### config.mk
export PLATFORM = sky130hd
export DESIGN_NAME = ray_free_cell_walker_unit
export DESIGN_NICKNAME = d
export VERILOG_FILES = /design/src/rtl/core/rfcw_pkg.sv /design/src/rtl/core/rfcw_front.sv /design/src/rtl/core/rfcw_fifo.sv /design/src/rtl/core/rfcw_back.sv /design/src/rtl/core/ray_free_cell_walker_unit.sv
export VERILOG_INCLUDE_DIRS = /design/src /design/src/rtl/core
export SDC_FILE = /design/constraint.sdc
export NUM_CORES = 1
export LEC_CHECK = 0
export ABC_AREA = 1
export BUFFER_PORTS_ARGS = -buffer_cell sky130_fd_sc_hd__buf_2
export CORE_UTILIZATION = 35
export CTS_BUF_LIST = sky130_fd_sc_hd__clkbuf_16
export DETAILED_ROUTE_END_ITERATION = 12
export HOLD_SLACK_MARGIN = 0.1
export PLACE_DENSITY = 0.6
export SLEW_MARGIN = 20
export SYNTH_ARGS = -nofsm -noshare
export SYNTH_HDL_FRONTEND = slang
export SYNTH_SLANG_ARGS = --single-unit
### constraint.sdc
create_clock -name i_clk -period 6.4 [get_ports i_clk]
set_clock_uncertainty 0.15 [all_clocks]
set_input_delay 1.28 -clock i_clk [delete_from_list [all_inputs] [get_ports i_clk]]
set_output_delay 1.28 -clock i_clk [all_outputs]
set_load 0.01 [all_outputs]
### src/rtl/core/ray_free_cell_walker_unit_macros.svh
// ----------------------------------------------------------------------------
// Ray free-cell walker assertion macros
// Concurrent assertion wrappers, empty when synthesized.
// ----------------------------------------------------------------------------
`ifndef RAY_FREE_CELL_WALKER_UNIT_MACROS_SVH
`define RAY_FREE_CELL_WALKER_UNIT_MACROS_SVH

`ifndef SYNTHESIS
`define RFCW_ASSERT(lbl, clk, rst_n, prop, msg) \
    lbl: assert property (@(posedge clk) disable iff (!rst_n) (prop)) else $error(msg);
`define RFCW_ASSERT_NEVER(lbl, clk, rst_n, cond, msg) \
    `RFCW_ASSERT(lbl, clk, rst_n, !(cond), msg)
`else
`define RFCW_ASSERT(lbl, clk, rst_n, prop, msg)
`define RFCW_ASSERT_NEVER(lbl, clk, rst_n, cond, msg)
`endif

`endif

### src/rtl/core/rfcw_pkg.sv
// ----------------------------------------------------------------------------
// Ray free-cell walker package
// Payload types, ray command descriptor and fixed sizes.
// ----------------------------------------------------------------------------
`default_nettype none

package rfcw_pkg;

    localparam int COORD_W     = 6;
    localparam int MAX_RESULTS = 63;
    localparam int CNT_W       = 6;
    localparam int ERR_W       = 9;
    localparam int FIFO_DEPTH  = 2;
    localparam int FIFO_PTR_W  = $clog2(FIFO_DEPTH);
    localparam int FIFO_CNT_W  = $clog2(FIFO_DEPTH + 1);

    localparam logic [0:0] REG_START_X = 1'b0;
    localparam logic [0:0] REG_START_Y = 1'b1;

    typedef struct packed {
        logic [COORD_W-1:0] target_x;
        logic [COORD_W-1:0] target_y;
    } t_ray_req;

    typedef struct packed {
        logic [COORD_W-1:0] cell_x;
        logic [COORD_W-1:0] cell_y;
        logic               cell_valid;
        logic               last;
    } t_cell_res;

    typedef struct packed {
        logic [COORD_W-1:0] x0;
        logic [COORD_W-1:0] y0;
        logic [COORD_W-1:0] tx;
        logic [COORD_W-1:0] ty;
        logic [COORD_W-1:0] dx;
        logic [COORD_W-1:0] dy;
        logic               sx_pos;
        logic               sy_pos;
        logic               empty;
    } t_ray_cmd;

    typedef struct packed {
        logic full;
        logic empty;
    } t_fifo_stat;

endpackage

`default_nettype wire

### src/rtl/core/rfcw_front.sv
// ----------------------------------------------------------------------------
// Ray free-cell walker front end
// Clamps coordinates and classifies one detection into a ray command.
// ----------------------------------------------------------------------------
`default_nettype none

module rfcw_front #(
    parameter int GRID_CELLS = 64
) (
    input  rfcw_pkg::t_ray_req                  i_req,
    input  logic [rfcw_pkg::COORD_W-1:0]        i_start_x,
    input  logic [rfcw_pkg::COORD_W-1:0]        i_start_y,
    output rfcw_pkg::t_ray_cmd                  o_cmd
);
    import rfcw_pkg::*;

    localparam logic [COORD_W-1:0] MAX_COORD = COORD_W'(GRID_CELLS - 1);

    function automatic logic [COORD_W-1:0] clamp(input logic [COORD_W-1:0] v);
        clamp = (v > MAX_COORD) ? MAX_COORD : v;
    endfunction

    logic [COORD_W-1:0] x0;
    logic [COORD_W-1:0] y0;
    logic [COORD_W-1:0] tx;
    logic [COORD_W-1:0] ty;

    always_comb begin
        x0 = clamp(i_start_x);
        y0 = clamp(i_start_y);
        tx = clamp(i_req.target_x);
        ty = clamp(i_req.target_y);
        o_cmd.x0     = x0;
        o_cmd.y0     = y0;
        o_cmd.tx     = tx;
        o_cmd.ty     = ty;
        o_cmd.dx     = (tx > x0) ? tx - x0 : x0 - tx;
        o_cmd.dy     = (ty > y0) ? ty - y0 : y0 - ty;
        o_cmd.sx_pos = (x0 < tx);
        o_cmd.sy_pos = (y0 < ty);
        o_cmd.empty  = (x0 == tx) && (y0 == ty);
    end

endmodule

`default_nettype wire

### src/rtl/core/rfcw_fifo.sv
// ----------------------------------------------------------------------------
// Ray free-cell walker command queue
// Short queue of ray commands between front end and walker.
// ----------------------------------------------------------------------------
`default_nettype none

module rfcw_fifo (
    input  logic                i_clk,
    input  logic                i_rst_n,
    input  logic                i_push,
    input  rfcw_pkg::t_ray_cmd  i_cmd,
    input  logic                i_pop,
    output rfcw_pkg::t_ray_cmd  o_cmd,
    output rfcw_pkg::t_fifo_stat o_stat
);
    import rfcw_pkg::*;

    t_ray_cmd               r_mem [FIFO_DEPTH];
    logic [FIFO_PTR_W-1:0]  r_wr_ptr;
    logic [FIFO_PTR_W-1:0]  r_rd_ptr;
    logic [FIFO_CNT_W-1:0]  r_cnt;
    logic [FIFO_PTR_W-1:0]  n_wr_ptr;
    logic [FIFO_PTR_W-1:0]  n_rd_ptr;
    logic [FIFO_CNT_W-1:0]  n_cnt;
    logic                   do_push;
    logic                   do_pop;

    function automatic logic [FIFO_PTR_W-1:0] bump(input logic [FIFO_PTR_W-1:0] p);
        bump = (p == FIFO_PTR_W'(FIFO_DEPTH - 1)) ? '0 : p + 1'b1;
    endfunction

    always_comb begin
        o_stat.full  = (r_cnt == FIFO_CNT_W'(FIFO_DEPTH));
        o_stat.empty = (r_cnt == '0);
        do_push  = i_push && !o_stat.full;
        do_pop   = i_pop && !o_stat.empty;
        n_wr_ptr = do_push ? bump(r_wr_ptr) : r_wr_ptr;
        n_rd_ptr = do_pop ? bump(r_rd_ptr) : r_rd_ptr;
        n_cnt    = r_cnt;
        if (do_push && !do_pop) begin
            n_cnt = r_cnt + 1'b1;
        end else if (do_pop && !do_push) begin
            n_cnt = r_cnt - 1'b1;
        end
        o_cmd = r_mem[r_rd_ptr];
    end

    always_ff @(posedge i_clk) begin
        if (!i_rst_n) begin
            r_wr_ptr <= '0;
            r_rd_ptr <= '0;
            r_cnt    <= '0;
        end else begin
            r_wr_ptr <= n_wr_ptr;
            r_rd_ptr <= n_rd_ptr;
            r_cnt    <= n_cnt;
        end
    end

    always_ff @(posedge i_clk) begin
        if (do_push) begin
            r_mem[r_wr_ptr] <= i_cmd;
        end
    end

endmodule

`default_nettype wire

### src/rtl/core/rfcw_back.sv
// ----------------------------------------------------------------------------
// Ray free-cell walker back end
// Bresenham error loop: one cell per unstalled cycle into an output register.
// ----------------------------------------------------------------------------
`default_nettype none

module rfcw_back (
    input  logic                 i_clk,
    input  logic                 i_rst_n,
    input  rfcw_pkg::t_ray_cmd   i_cmd,
    input  rfcw_pkg::t_fifo_stat i_stat,
    output logic                 o_pop,
    output logic                 o_out_valid,
    input  logic                 i_out_stall,
    output rfcw_pkg::t_cell_res  o_out_data
);
    import rfcw_pkg::*;

    logic                      r_busy;
    t_ray_cmd                  r_cmd;
    logic [COORD_W-1:0]        r_x;
    logic [COORD_W-1:0]        r_y;
    logic signed [ERR_W-1:0]   r_err;
    logic [CNT_W-1:0]          r_cnt;
    logic                      r_out_valid;
    t_cell_res                 r_out;

    logic                      n_busy;
    logic [COORD_W-1:0]        n_x;
    logic [COORD_W-1:0]        n_y;
    logic signed [ERR_W-1:0]   n_err;
    logic [CNT_W-1:0]          n_cnt;
    logic                      n_out_valid;
    t_cell_res                 n_out;

    logic                      slot_free;
    logic                      produce;
    logic signed [ERR_W:0]     e2;
    logic signed [ERR_W:0]     dx_s;
    logic signed [ERR_W:0]     dy_s;
    logic                      x_step;
    logic                      y_step;
    logic                      done;

    always_comb begin
        slot_free = !r_out_valid || !i_out_stall;
        o_pop     = !r_busy && !i_stat.empty;
        produce   = r_busy && slot_free;

        e2     = {r_err, 1'b0};
        dx_s   = signed'({{(ERR_W + 1 - COORD_W){1'b0}}, r_cmd.dx});
        dy_s   = signed'({{(ERR_W + 1 - COORD_W){1'b0}}, r_cmd.dy});
        x_step = (e2 >= -dy_s);
        y_step = (e2 <= dx_s);

        n_x = r_x;
        if (x_step) begin
            n_x = r_cmd.sx_pos ? r_x + 1'b1 : r_x - 1'b1;
        end
        n_y = r_y;
        if (y_step) begin
            n_y = r_cmd.sy_pos ? r_y + 1'b1 : r_y - 1'b1;
        end
        n_err = r_err - (x_step ? ERR_W'(dy_s) : '0) + (y_step ? ERR_W'(dx_s) : '0);
        done  = ((n_x == r_cmd.tx) && (n_y == r_cmd.ty))
              || (r_cnt == CNT_W'(MAX_RESULTS - 1));
        n_cnt = r_cnt + 1'b1;

        n_busy      = r_busy;
        n_out_valid = r_out_valid && i_out_stall;
        n_out       = r_out;
        if (o_pop) begin
            n_busy = 1'b1;
        end else if (produce) begin
            n_out_valid = 1'b1;
            if (r_cmd.empty) begin
                n_out  = '{cell_x: '0, cell_y: '0, cell_valid: 1'b0, last: 1'b1};
                n_busy = 1'b0;
            end else begin
                n_out  = '{cell_x: r_x, cell_y: r_y, cell_valid: 1'b1, last: done};
                n_busy = !done;
            end
        end
    end

    always_ff @(posedge i_clk) begin
        if (!i_rst_n) begin
            r_busy      <= 1'b0;
            r_out_valid <= 1'b0;
        end else begin
            r_busy      <= n_busy;
            r_out_valid <= n_out_valid;
        end
    end

    always_ff @(posedge i_clk) begin
        r_out <= n_out;
        if (o_pop) begin
            r_cmd <= i_cmd;
            r_x   <= i_cmd.x0;
            r_y   <= i_cmd.y0;
            r_err <= ERR_W'(i_cmd.dx) - ERR_W'(i_cmd.dy);
            r_cnt <= '0;
        end else if (produce) begin
            r_x   <= n_x;
            r_y   <= n_y;
            r_err <= n_err;
            r_cnt <= n_cnt;
        end
    end

    assign o_out_valid = r_out_valid;
    assign o_out_data  = r_out;

endmodule

`default_nettype wire

### src/rtl/core/ray_free_cell_walker_unit.sv
// ----------------------------------------------------------------------------
// Ray free-cell walker
// Emits every grid cell on the Bresenham line from the start cell toward a
// detection cell, the detection cell excluded.
//
// Input channel: one request per detection (target_x, target_y), taken when
// i_in_valid is high and o_in_stall is low. Output channel: one result per
// free cell, in walk order, last set on the final cell of a ray. A ray whose
// target equals the start yields one result with cell_valid low and last set.
// A queued request is popped into the walker when idle; it then registers one
// cell per cycle in its output register while the receiver does not stall,
// at most 63 per ray, and pops again only after a ray's last result. A
// two-entry command queue lets requests be taken while a ray is walked. When
// the receiver stalls, the output register holds its result and the walker
// pauses; the queue fills and then o_in_stall rises. Reset clears the queue,
// the walker and the output valid, and sets both start registers to 32.
// Start registers sit at byte addresses 0 and 4 of the APB port; the user
// must write them only while no ray is outstanding, not enforced by the block.
// ----------------------------------------------------------------------------
`default_nettype none

`include "ray_free_cell_walker_unit_macros.svh"

module ray_free_cell_walker_unit #(
    parameter int GRID_CELLS = 64
) (
    input  logic                 i_clk,
    input  logic                 i_rst_n,
    input  logic                 i_in_valid,
    output logic                 o_in_stall,
    input  rfcw_pkg::t_ray_req   i_in_data,
    output logic                 o_out_valid,
    input  logic                 i_out_stall,
    output rfcw_pkg::t_cell_res  o_out_data,
    input  logic                 psel,
    input  logic                 penable,
    input  logic                 pwrite,
    input  logic [2:0]           paddr,
    input  logic [31:0]          pwdata,
    output logic [31:0]          prdata,
    output logic                 pready
);
    import rfcw_pkg::*;

    logic [COORD_W-1:0] r_start_x;
    logic [COORD_W-1:0] r_start_y;
    logic               cfg_wr;
    t_ray_cmd           front_cmd;
    t_ray_cmd           queue_cmd;
    t_fifo_stat         queue_stat;
    logic               queue_pop;
    logic               empty_res;
    logic               cell_nz;
    logic               mid_take;

    assign pready = 1'b1;
    assign cfg_wr = psel && penable && pwrite && pready;

    always_ff @(posedge i_clk) begin
        if (!i_rst_n) begin
            r_start_x <= COORD_W'(32);
            r_start_y <= COORD_W'(32);
        end else if (cfg_wr) begin
            unique case (paddr[2])
                REG_START_X: r_start_x <= pwdata[COORD_W-1:0];
                REG_START_Y: r_start_y <= pwdata[COORD_W-1:0];
                default:     r_start_x <= r_start_x;
            endcase
        end
    end

    always_comb begin
        unique case (paddr[2])
            REG_START_X: prdata = {{(32 - COORD_W){1'b0}}, r_start_x};
            REG_START_Y: prdata = {{(32 - COORD_W){1'b0}}, r_start_y};
            default:     prdata = '0;
        endcase
    end

    rfcw_front #(
        .GRID_CELLS(GRID_CELLS)
    ) u_front (
        .i_req     (i_in_data),
        .i_start_x (r_start_x),
        .i_start_y (r_start_y),
        .o_cmd     (front_cmd)
    );

    rfcw_fifo u_fifo (
        .i_clk   (i_clk),
        .i_rst_n (i_rst_n),
        .i_push  (i_in_valid),
        .i_cmd   (front_cmd),
        .i_pop   (queue_pop),
        .o_cmd   (queue_cmd),
        .o_stat  (queue_stat)
    );

    assign o_in_stall = queue_stat.full;

    rfcw_back u_back (
        .i_clk       (i_clk),
        .i_rst_n     (i_rst_n),
        .i_cmd       (queue_cmd),
        .i_stat      (queue_stat),
        .o_pop       (queue_pop),
        .o_out_valid (o_out_valid),
        .i_out_stall (i_out_stall),
        .o_out_data  (o_out_data)
    );

    assign empty_res = o_out_valid && !o_out_data.cell_valid;
    assign cell_nz   = (o_out_data.cell_x != '0) || (o_out_data.cell_y != '0);
    assign mid_take  = o_out_valid && !i_out_stall && !o_out_data.last;

    `RFCW_ASSERT(a_empty_is_last, i_clk, i_rst_n, empty_res |-> o_out_data.last, "empty not last")
    `RFCW_ASSERT_NEVER(a_empty_is_zero, i_clk, i_rst_n, empty_res && cell_nz, "empty with cell")
    `RFCW_ASSERT(a_ray_continues, i_clk, i_rst_n, mid_take |=> o_out_valid, "gap in ray")

endmodule

`default_nettype wire
Yosys cells after proc, flatten, opt, wreduce, memory -nomap -nowiden

Memories as Yosys holds them, arrays and structs flattened. A register that Yosys moved wholly into a read port is not among the register bits.
Cells that the tools add are included.

Flip-flop bits (word level): 86
Latch bits: 0
Memory bits (writable): 78
Bits in read-only memories: 0
Input bits: 54
Output and inout bits: 49
Memories kept: 1

$add $sub $neg: 17
Multiply operators: 0
Div/mod/pow operators: 0
Magnitude comparators: 10
Equal/unequal tests: 6
Shift operators: 0
Mux-type cells: 33
Bitwise logic cells: 2
Reduce and logical (&&, ||, !) cells: 27

Memories:

| memory       | depth | bits a word | read ports | clocked after memory_dff | wr ports | line            | RTL |
|---|---|---|---|---|---|---|---|
| u_fifo.r_mem | 2     | 39          | 1          | 1                        | 1        | rfcw_fifo.sv:18 | `t_ray_cmd r_mem [FIFO_DEPTH];` |

Operators with widths:

| operator                                         | count |
|---|---|
| two-way mux 6 bit                                | 16 |
| case mux 32 bit (2 select lines)                 | 1 |
| == test 6 bit                                    | 4 |
| > comparator 6 bit, second input constant        | 4 |
| subtractor 6 bit                                 | 4 |
| adder 6 x 1 -> 6 bit, second input constant      | 3 |
| two-way mux 9 bit                                | 2 |
| > comparator 6 bit                               | 2 |
| less-than comparator 6 bit                       | 2 |
| subtractor 6 x 1 -> 6 bit, second input constant | 2 |
| logical AND 1 bit                                | 11 |
| two-way mux 1 bit                                | 11 |
| greater-or-equal comparator 10 bit               | 1 |
| less-or-equal comparator 10 x 7 -> 1 bit         | 1 |
| negator 6 -> 10 bit                              | 1 |
| adder 9 bit                                      | 1 |
| subtractor 9 bit                                 | 1 |
| zero test 1 bit                                  | 8 |
| subtractor 6 x 6 -> 7 bit                        | 1 |
| == test 6 bit, second input constant             | 1 |
| two-way mux 2 bit                                | 3 |
| AND reduction 2 bit                              | 3 |
| nonzero test 2 bit                               | 2 |
| adder 1 bit, second input constant               | 2 |
| other kinds (6)                                  | 8 |

Depth between registers and ports, before layout

Word-level depth: 10
Gate-level depth with buffers: 32
Mapped depth without buffers: 31

Cells and area by module

From an unflattened synthesis, not the netlist that was laid out.

Cell total of the unflattened synthesis: 1100
Area total of the unflattened synthesis: 9989.6 µm²

By module, submodules not included:

| module                    | times used | cells an instance | area an instance (µm²) | seq. area each (µm²) |
|---|---|---|---|---|
| rfcw_back                 | 1          | 554               | 4703.3                 | 2021.9 |
| rfcw_fifo                 | 1          | 159               | 3105.5                 | 2442.3 |
| rfcw_front                | 1          | 267               | 1368.8                 | 0.0 |
| ray_free_cell_walker_unit | 1          | 120               | 812.0                  | 240.2 |

Worst setup path after synthesis

No wires, ideal clock.

Path type: register to register
Start point: register u_back.r_cmd (netlist bit u_back.dy_s[1])
End point: register u_back.r_err[8], data pin
Setup time: 309 ps
Arrival: 4069 ps
Required time: 5941 ps
Path slack: 1872 ps
Stages on the path, launching flop included: 27
Buffers on the path: 1
Cell sequence: edfxtp_1 nor3_1 nand3_1 xnor2_1 ha_1 nand2_1 nor2_1 nand3_2 nand4_1 nand3_2 buf_6 nand2_1 inv_1 fa_1 inv_1 fa_1 a21oi_1 o21bai_1 nand2_1 nand2_1 a21oi_1 nor2_1 nor2_1 inv_1 a21oi_1 xnor2_1 o21ai_0

Cells in the longest elaborated chain, start to end: 7

Ends and longest elaborated chain:

| element                            | line             | RTL |
|---|---|---|
| start: declaration                 | rfcw_back.sv:20  | `t_ray_cmd r_cmd;` |
| start signal: assignment           | rfcw_back.sv:99  | `r_cmd <= i_cmd;` |
| negator 6 -> 10 bit                | rfcw_back.sv:53  | `x_step = (e2 >= -dy_s);` |
| greater-or-equal comparator 10 bit | rfcw_back.sv:53  |  |
| two-way mux 6 bit *                | rfcw_back.sv:64  | `n_err = r_err - (x_step ? ERR_W'(dy_s) : '0) + (y_step ? ERR_W'(dx_s) : '0);` |
| subtractor 9 bit *                 | rfcw_back.sv:64  |  |
| adder 9 bit *                      | rfcw_back.sv:64  |  |
| two-way mux 9 bit *                | rfcw_back.sv:104 | `end else if (produce) begin` |
| two-way mux 9 bit *                | rfcw_back.sv:98  | `if (o_pop) begin` |
| end signal: assignment             | rfcw_back.sv:102 | `r_err <= ERR_W'(i_cmd.dx) - ERR_W'(i_cmd.dy);` |
| end signal: assignment             | rfcw_back.sv:107 | `r_err <= n_err;` |
| end: declaration                   | rfcw_back.sv:23  | `logic signed [ERR_W-1:0] r_err;` |

Mark *: on every way between the ends. The rest lies on a longest branch, timed or not. The select of a mux whose other input is x is not followed.
A chain may end at the register's enable or synchronous reset.

Worst setup path in the final report

Start point: register u_back.r_cmd (netlist bit u_back.dy_s[2])
End point: register u_back.r_err[8], data pin

The elaborated chain is that of the path after synthesis.

==> results.md <==
* Endpoint type of the worst setup path: flop
* Horizontal die dimension at approximately 170 µm
* Clock-pin slew of the registers on the worst-case setup and hold paths at 70 ps
* Post-synthesis average cell area at 9.85 µm²
* Net switching fraction of the power at 42.7%
* Hold depth at 1
* Height of the chip at roughly 170 µm
* Largest net degree at the start of global routing at 47
* Post-Synth Simple-Gate Area at 13.3%
* Internal Dissipation at 0.00330 W
* Number of enable-type register cells in the synthesized netlist at 140
* Antenna diodes at 0
* Mux contribution to synthesized area at 4.13%
* Most common cell after layout, fill and taps aside: sky130_fd_sc_hd__inv_1
* Clk pwr share at between 10% and 20%
* Sequential share of power at ~32%
* Post-synth ARST share at 0%
* Routed wirelength normalized by instance count at approximately 14 µm
* Site row count at about 60
* Final setup margin at 1250 ps
* Synthesized-area fraction occupied by adder cells at 11.6%
* Power density over the cells at 555 nW/µm²
* Antenna-violating nets left at 0
* Final number of hold-violating endpoints at 0
* Post-layout min period at 5150 ps
* Clock tree from TritonCTS: yes
* Worst path arrival time at 5150 ps
* Port Buf Inserts at 47
* Clk buf depth at 2
* Reg-to-Reg Start: u_back.dy_s[2]
* Largest fanout of any net on the critical path at 13
* Hpwl dp at 14.0 mm
* Vias/cell at 4.66
* Post-route clock period utilization at roughly four fifths
* Area share of xor/xnor cells in the synthesized design at 2.33%
* Number of nets in the finished design at 1115
* Footprint of the multi-input gates at ~3800 µm²
* Post-CTS Resized at 0
* Relative slew slack at 30.0%
* Post-Place Worst Slack at 1250 ps
* Status: finished with violations
* Setup repair after global routing missed its margin: no
* CP Launch Type: flop
* All-layer global routing usage at 14.3%
* Hold buffer count at cts at 0
* Clock sink count at 165
* Post-CTS Setup Bufs at 0
* Final setup violation count at 0
* Worst R2R Setup Slack at 1250 ps
* Core area at 26200 µm²
* Max VDD drop at 0.000232 V
* R2R cell count at 25
* Post-Synthesis Cells at 953
* Start point of the worst hold path: u_fifo.r_rd_ptr
* Global placement routability congestion at 0.840
* Type of the worst min-delay path: reg2reg
* Dominant combinational cell family by area after synthesis: simple AND/OR/NAND/NOR gates
* Leakage dissipation at 4.57 nW
* Worst Max-Slew Pin Slew at around 1000 ps
* I/O pin total at roughly 100
* Worst hold slack across all endpoints at 293 ps
* Sequential cell area in the final layout at 4710 µm²
* Number of antenna violations at the first check in global routing at 0
* Violated checks: DRC
* Die area at 27500 µm²
* Setup TNS Final at 0 ps
* Total number of yosys warnings at 0
* Capturing point of the worst reg2reg path: u_back.r_err[8]
* Depth of the CTS H-tree at 4
* Count of filler cells inserted in the layout at 2563
* Number of vias after detailed routing at 6198
* Final max-slew violation count at 0
* Violation count after the first detailed-routing iteration at between 300 and 400
* Post-Synthesis Cell Area at about 9400 µm²
* Net Sw Power at ~0.0025 W
* Number of distinct library cell variants in the gate-level netlist after synthesis at 47
* Synthesis-to-layout area growth at 10.5%
* Clock root cell: sky130_fd_sc_hd__clkbuf_16
* Comb pwr share at around half
* Proportion of layout cells with a drive suffix above 1 at 13.5%
* Critical path required time at 6410 ps
* Via count of the first global-routing pass at 5850
* First-pass GRT wire length at ~30 mm
* Area share of the leading cell type in the synthesized netlist at 44.8%
* Worst skew pair latency at 430 ps
* Number of iterations in the first detailed-routing pass at 11
* Max-capacitance violation count at 0
* Sequential fraction of the synthesis area at about half
* Total of flip-flops plus latches after synthesis at 165
* Most frequently used flop master after synthesis: sky130_fd_sc_hd__edfxtp_1
* Setup Crit Path Kind: reg2reg
* Yosys top cell by area: sky130_fd_sc_hd__edfxtp_1
* Final WL at 19.0 mm
* Starting density of the core at 35.8%
* Grt ovf at 0
* Top achievable clock speed at 194 MHz
* Highest-count cells in the layout ignoring fill and taps: sky130_fd_sc_hd__inv_1 (155), sky130_fd_sc_hd__edfxtp_1 (140), sky130_fd_sc_hd__nand2_1 (139), sky130_fd_sc_hd__o21ai_0 (67), sky130_fd_sc_hd__ha_1 (66)
* Final routed DRC violation total at 5
* CTS buffer count at 17
* Compound-gate portion of the synthesized area at about 8.3%
* Area contributors post-synth: sky130_fd_sc_hd__edfxtp_1 (45%), sky130_fd_sc_hd__ha_1 (8.8%), sky130_fd_sc_hd__inv_1 (6.2%)
[worst max-delay path, cell delays in order, from the launching register on]
cell and delay, ps:
sky130_fd_sc_hd__edfxtp_1 470, sky130_fd_sc_hd__nor3_1 350, sky130_fd_sc_hd__nand3_1 210, sky130_fd_sc_hd__xnor2_1 170, sky130_fd_sc_hd__ha_1 300, sky130_fd_sc_hd__nand2_1 70
sky130_fd_sc_hd__nor2_1 230, sky130_fd_sc_hd__nand3_2 130, sky130_fd_sc_hd__nand4_1 120, sky130_fd_sc_hd__nand3_2 300, sky130_fd_sc_hd__nand2_1 150, sky130_fd_sc_hd__inv_1 60
sky130_fd_sc_hd__fa_1 510, sky130_fd_sc_hd__inv_1 70, sky130_fd_sc_hd__fa_1 460, sky130_fd_sc_hd__a21oi_1 160, sky130_fd_sc_hd__o21bai_1 100, sky130_fd_sc_hd__nand2_1 80
sky130_fd_sc_hd__nand2_1 50, sky130_fd_sc_hd__a21oi_1 170, sky130_fd_sc_hd__nor2_1 90, sky130_fd_sc_hd__nor2_1 90, sky130_fd_sc_hd__inv_1 50, sky130_fd_sc_hd__a21oi_1 140
sky130_fd_sc_hd__xnor2_1 120, sky130_fd_sc_hd__o21ai_0 80
[logic make-up after synthesis]
group | Yosys count
compound gates | 138
xor+xnor | 25
fa+ha+maj | 79
buf+inv | 223
flops | 165
mux | 36
other cells | 2
simple gates | 285
[through the flow]
stage | cell area (µm²) | total power [W] | instances | util, %
after global routing | 10400 | 0.00631 | 1330 | 39.6
after detailed placement | 9820 | 0.00481 | 1298 | 37.5
final | 10400 | 0.00576 | 1330 | 39.6
after CTS | 10400 | 0.00581 | 1330 | 39.6
after floorplan | 9480 | 0.00412 | 978 | -
after global placement | 9820 | 0.00475 | 1298 | 37.5
[cell usage after synthesis (all sizes together), types with 14 or more instances]
| cell type | n |
|---|---|
| inv | 155 |
| dfxtp | 25 |
| ha | 66 |
| xor2 | 14 |
| nor2 | 61 |
| edfxtp | 140 |
| clkbuf | 37 |
| nand3 | 53 |
| nand2 | 150 |
| o21ai | 71 |
| buf | 30 |
| mux2i | 14 |
| mux2 | 22 |
| a21oi | 46 |
[how the worst max path moves through the flow]
stage	from	slack [ps]	to
after detailed placement	u_back.dy_s[2]	1250	u_back.r_err[8]
final	u_back.dy_s[2]	1250	u_back.r_err[8]
after CTS	u_back.dy_s[2]	1210	u_back.r_err[8]
after floorplan	u_back.dy_s[1]	1870	u_back.r_err[8]
after global routing	u_back.dy_s[1]	840	u_back.r_err[8]
after global placement	u_back.dy_s[1]	1270	u_back.r_err[8]
[metal layers]
metal	routed length [µm]	share of wire (%)	track usage, %
met5	0	0	0
met4	154	0.81	4.43
met1	9650	51	20.6
met3	755	4.0	2.62
met2	8400	44	21.6
[sequential cells by signal, summed over array words and instances, names as in the netlist, 9 cells and up, named ones only]
| name | cells |
|---|---|
| u_back.r_err | 9 |
| u_back.o_out_data | 14 |
| u_fifo.r_mem | 78 |
| u_back.r_cmd | 15 |
[cell type report]
cell class,instances,area share [%]
tap,335,4.04
multi-input combinational,590,37.0
sequential,165,45.4
clock buffer,17,4.10
clock inverter,15,1.25
inverter,156,5.64
timing repair buffer,52,2.63
[power groups by stage]
stage                     Combinational (W)  Clock, W  Sequential [W]
after floorplan                     0.00229         0         0.00183
after global placement              0.00287         0         0.00188
after detailed placement            0.00292         0         0.00189
after CTS                           0.00295  0.000995         0.00187
after global routing                0.00337   0.00104         0.00190
final                               0.00292  0.000971         0.00186
(Power assumes the default switching activity.)
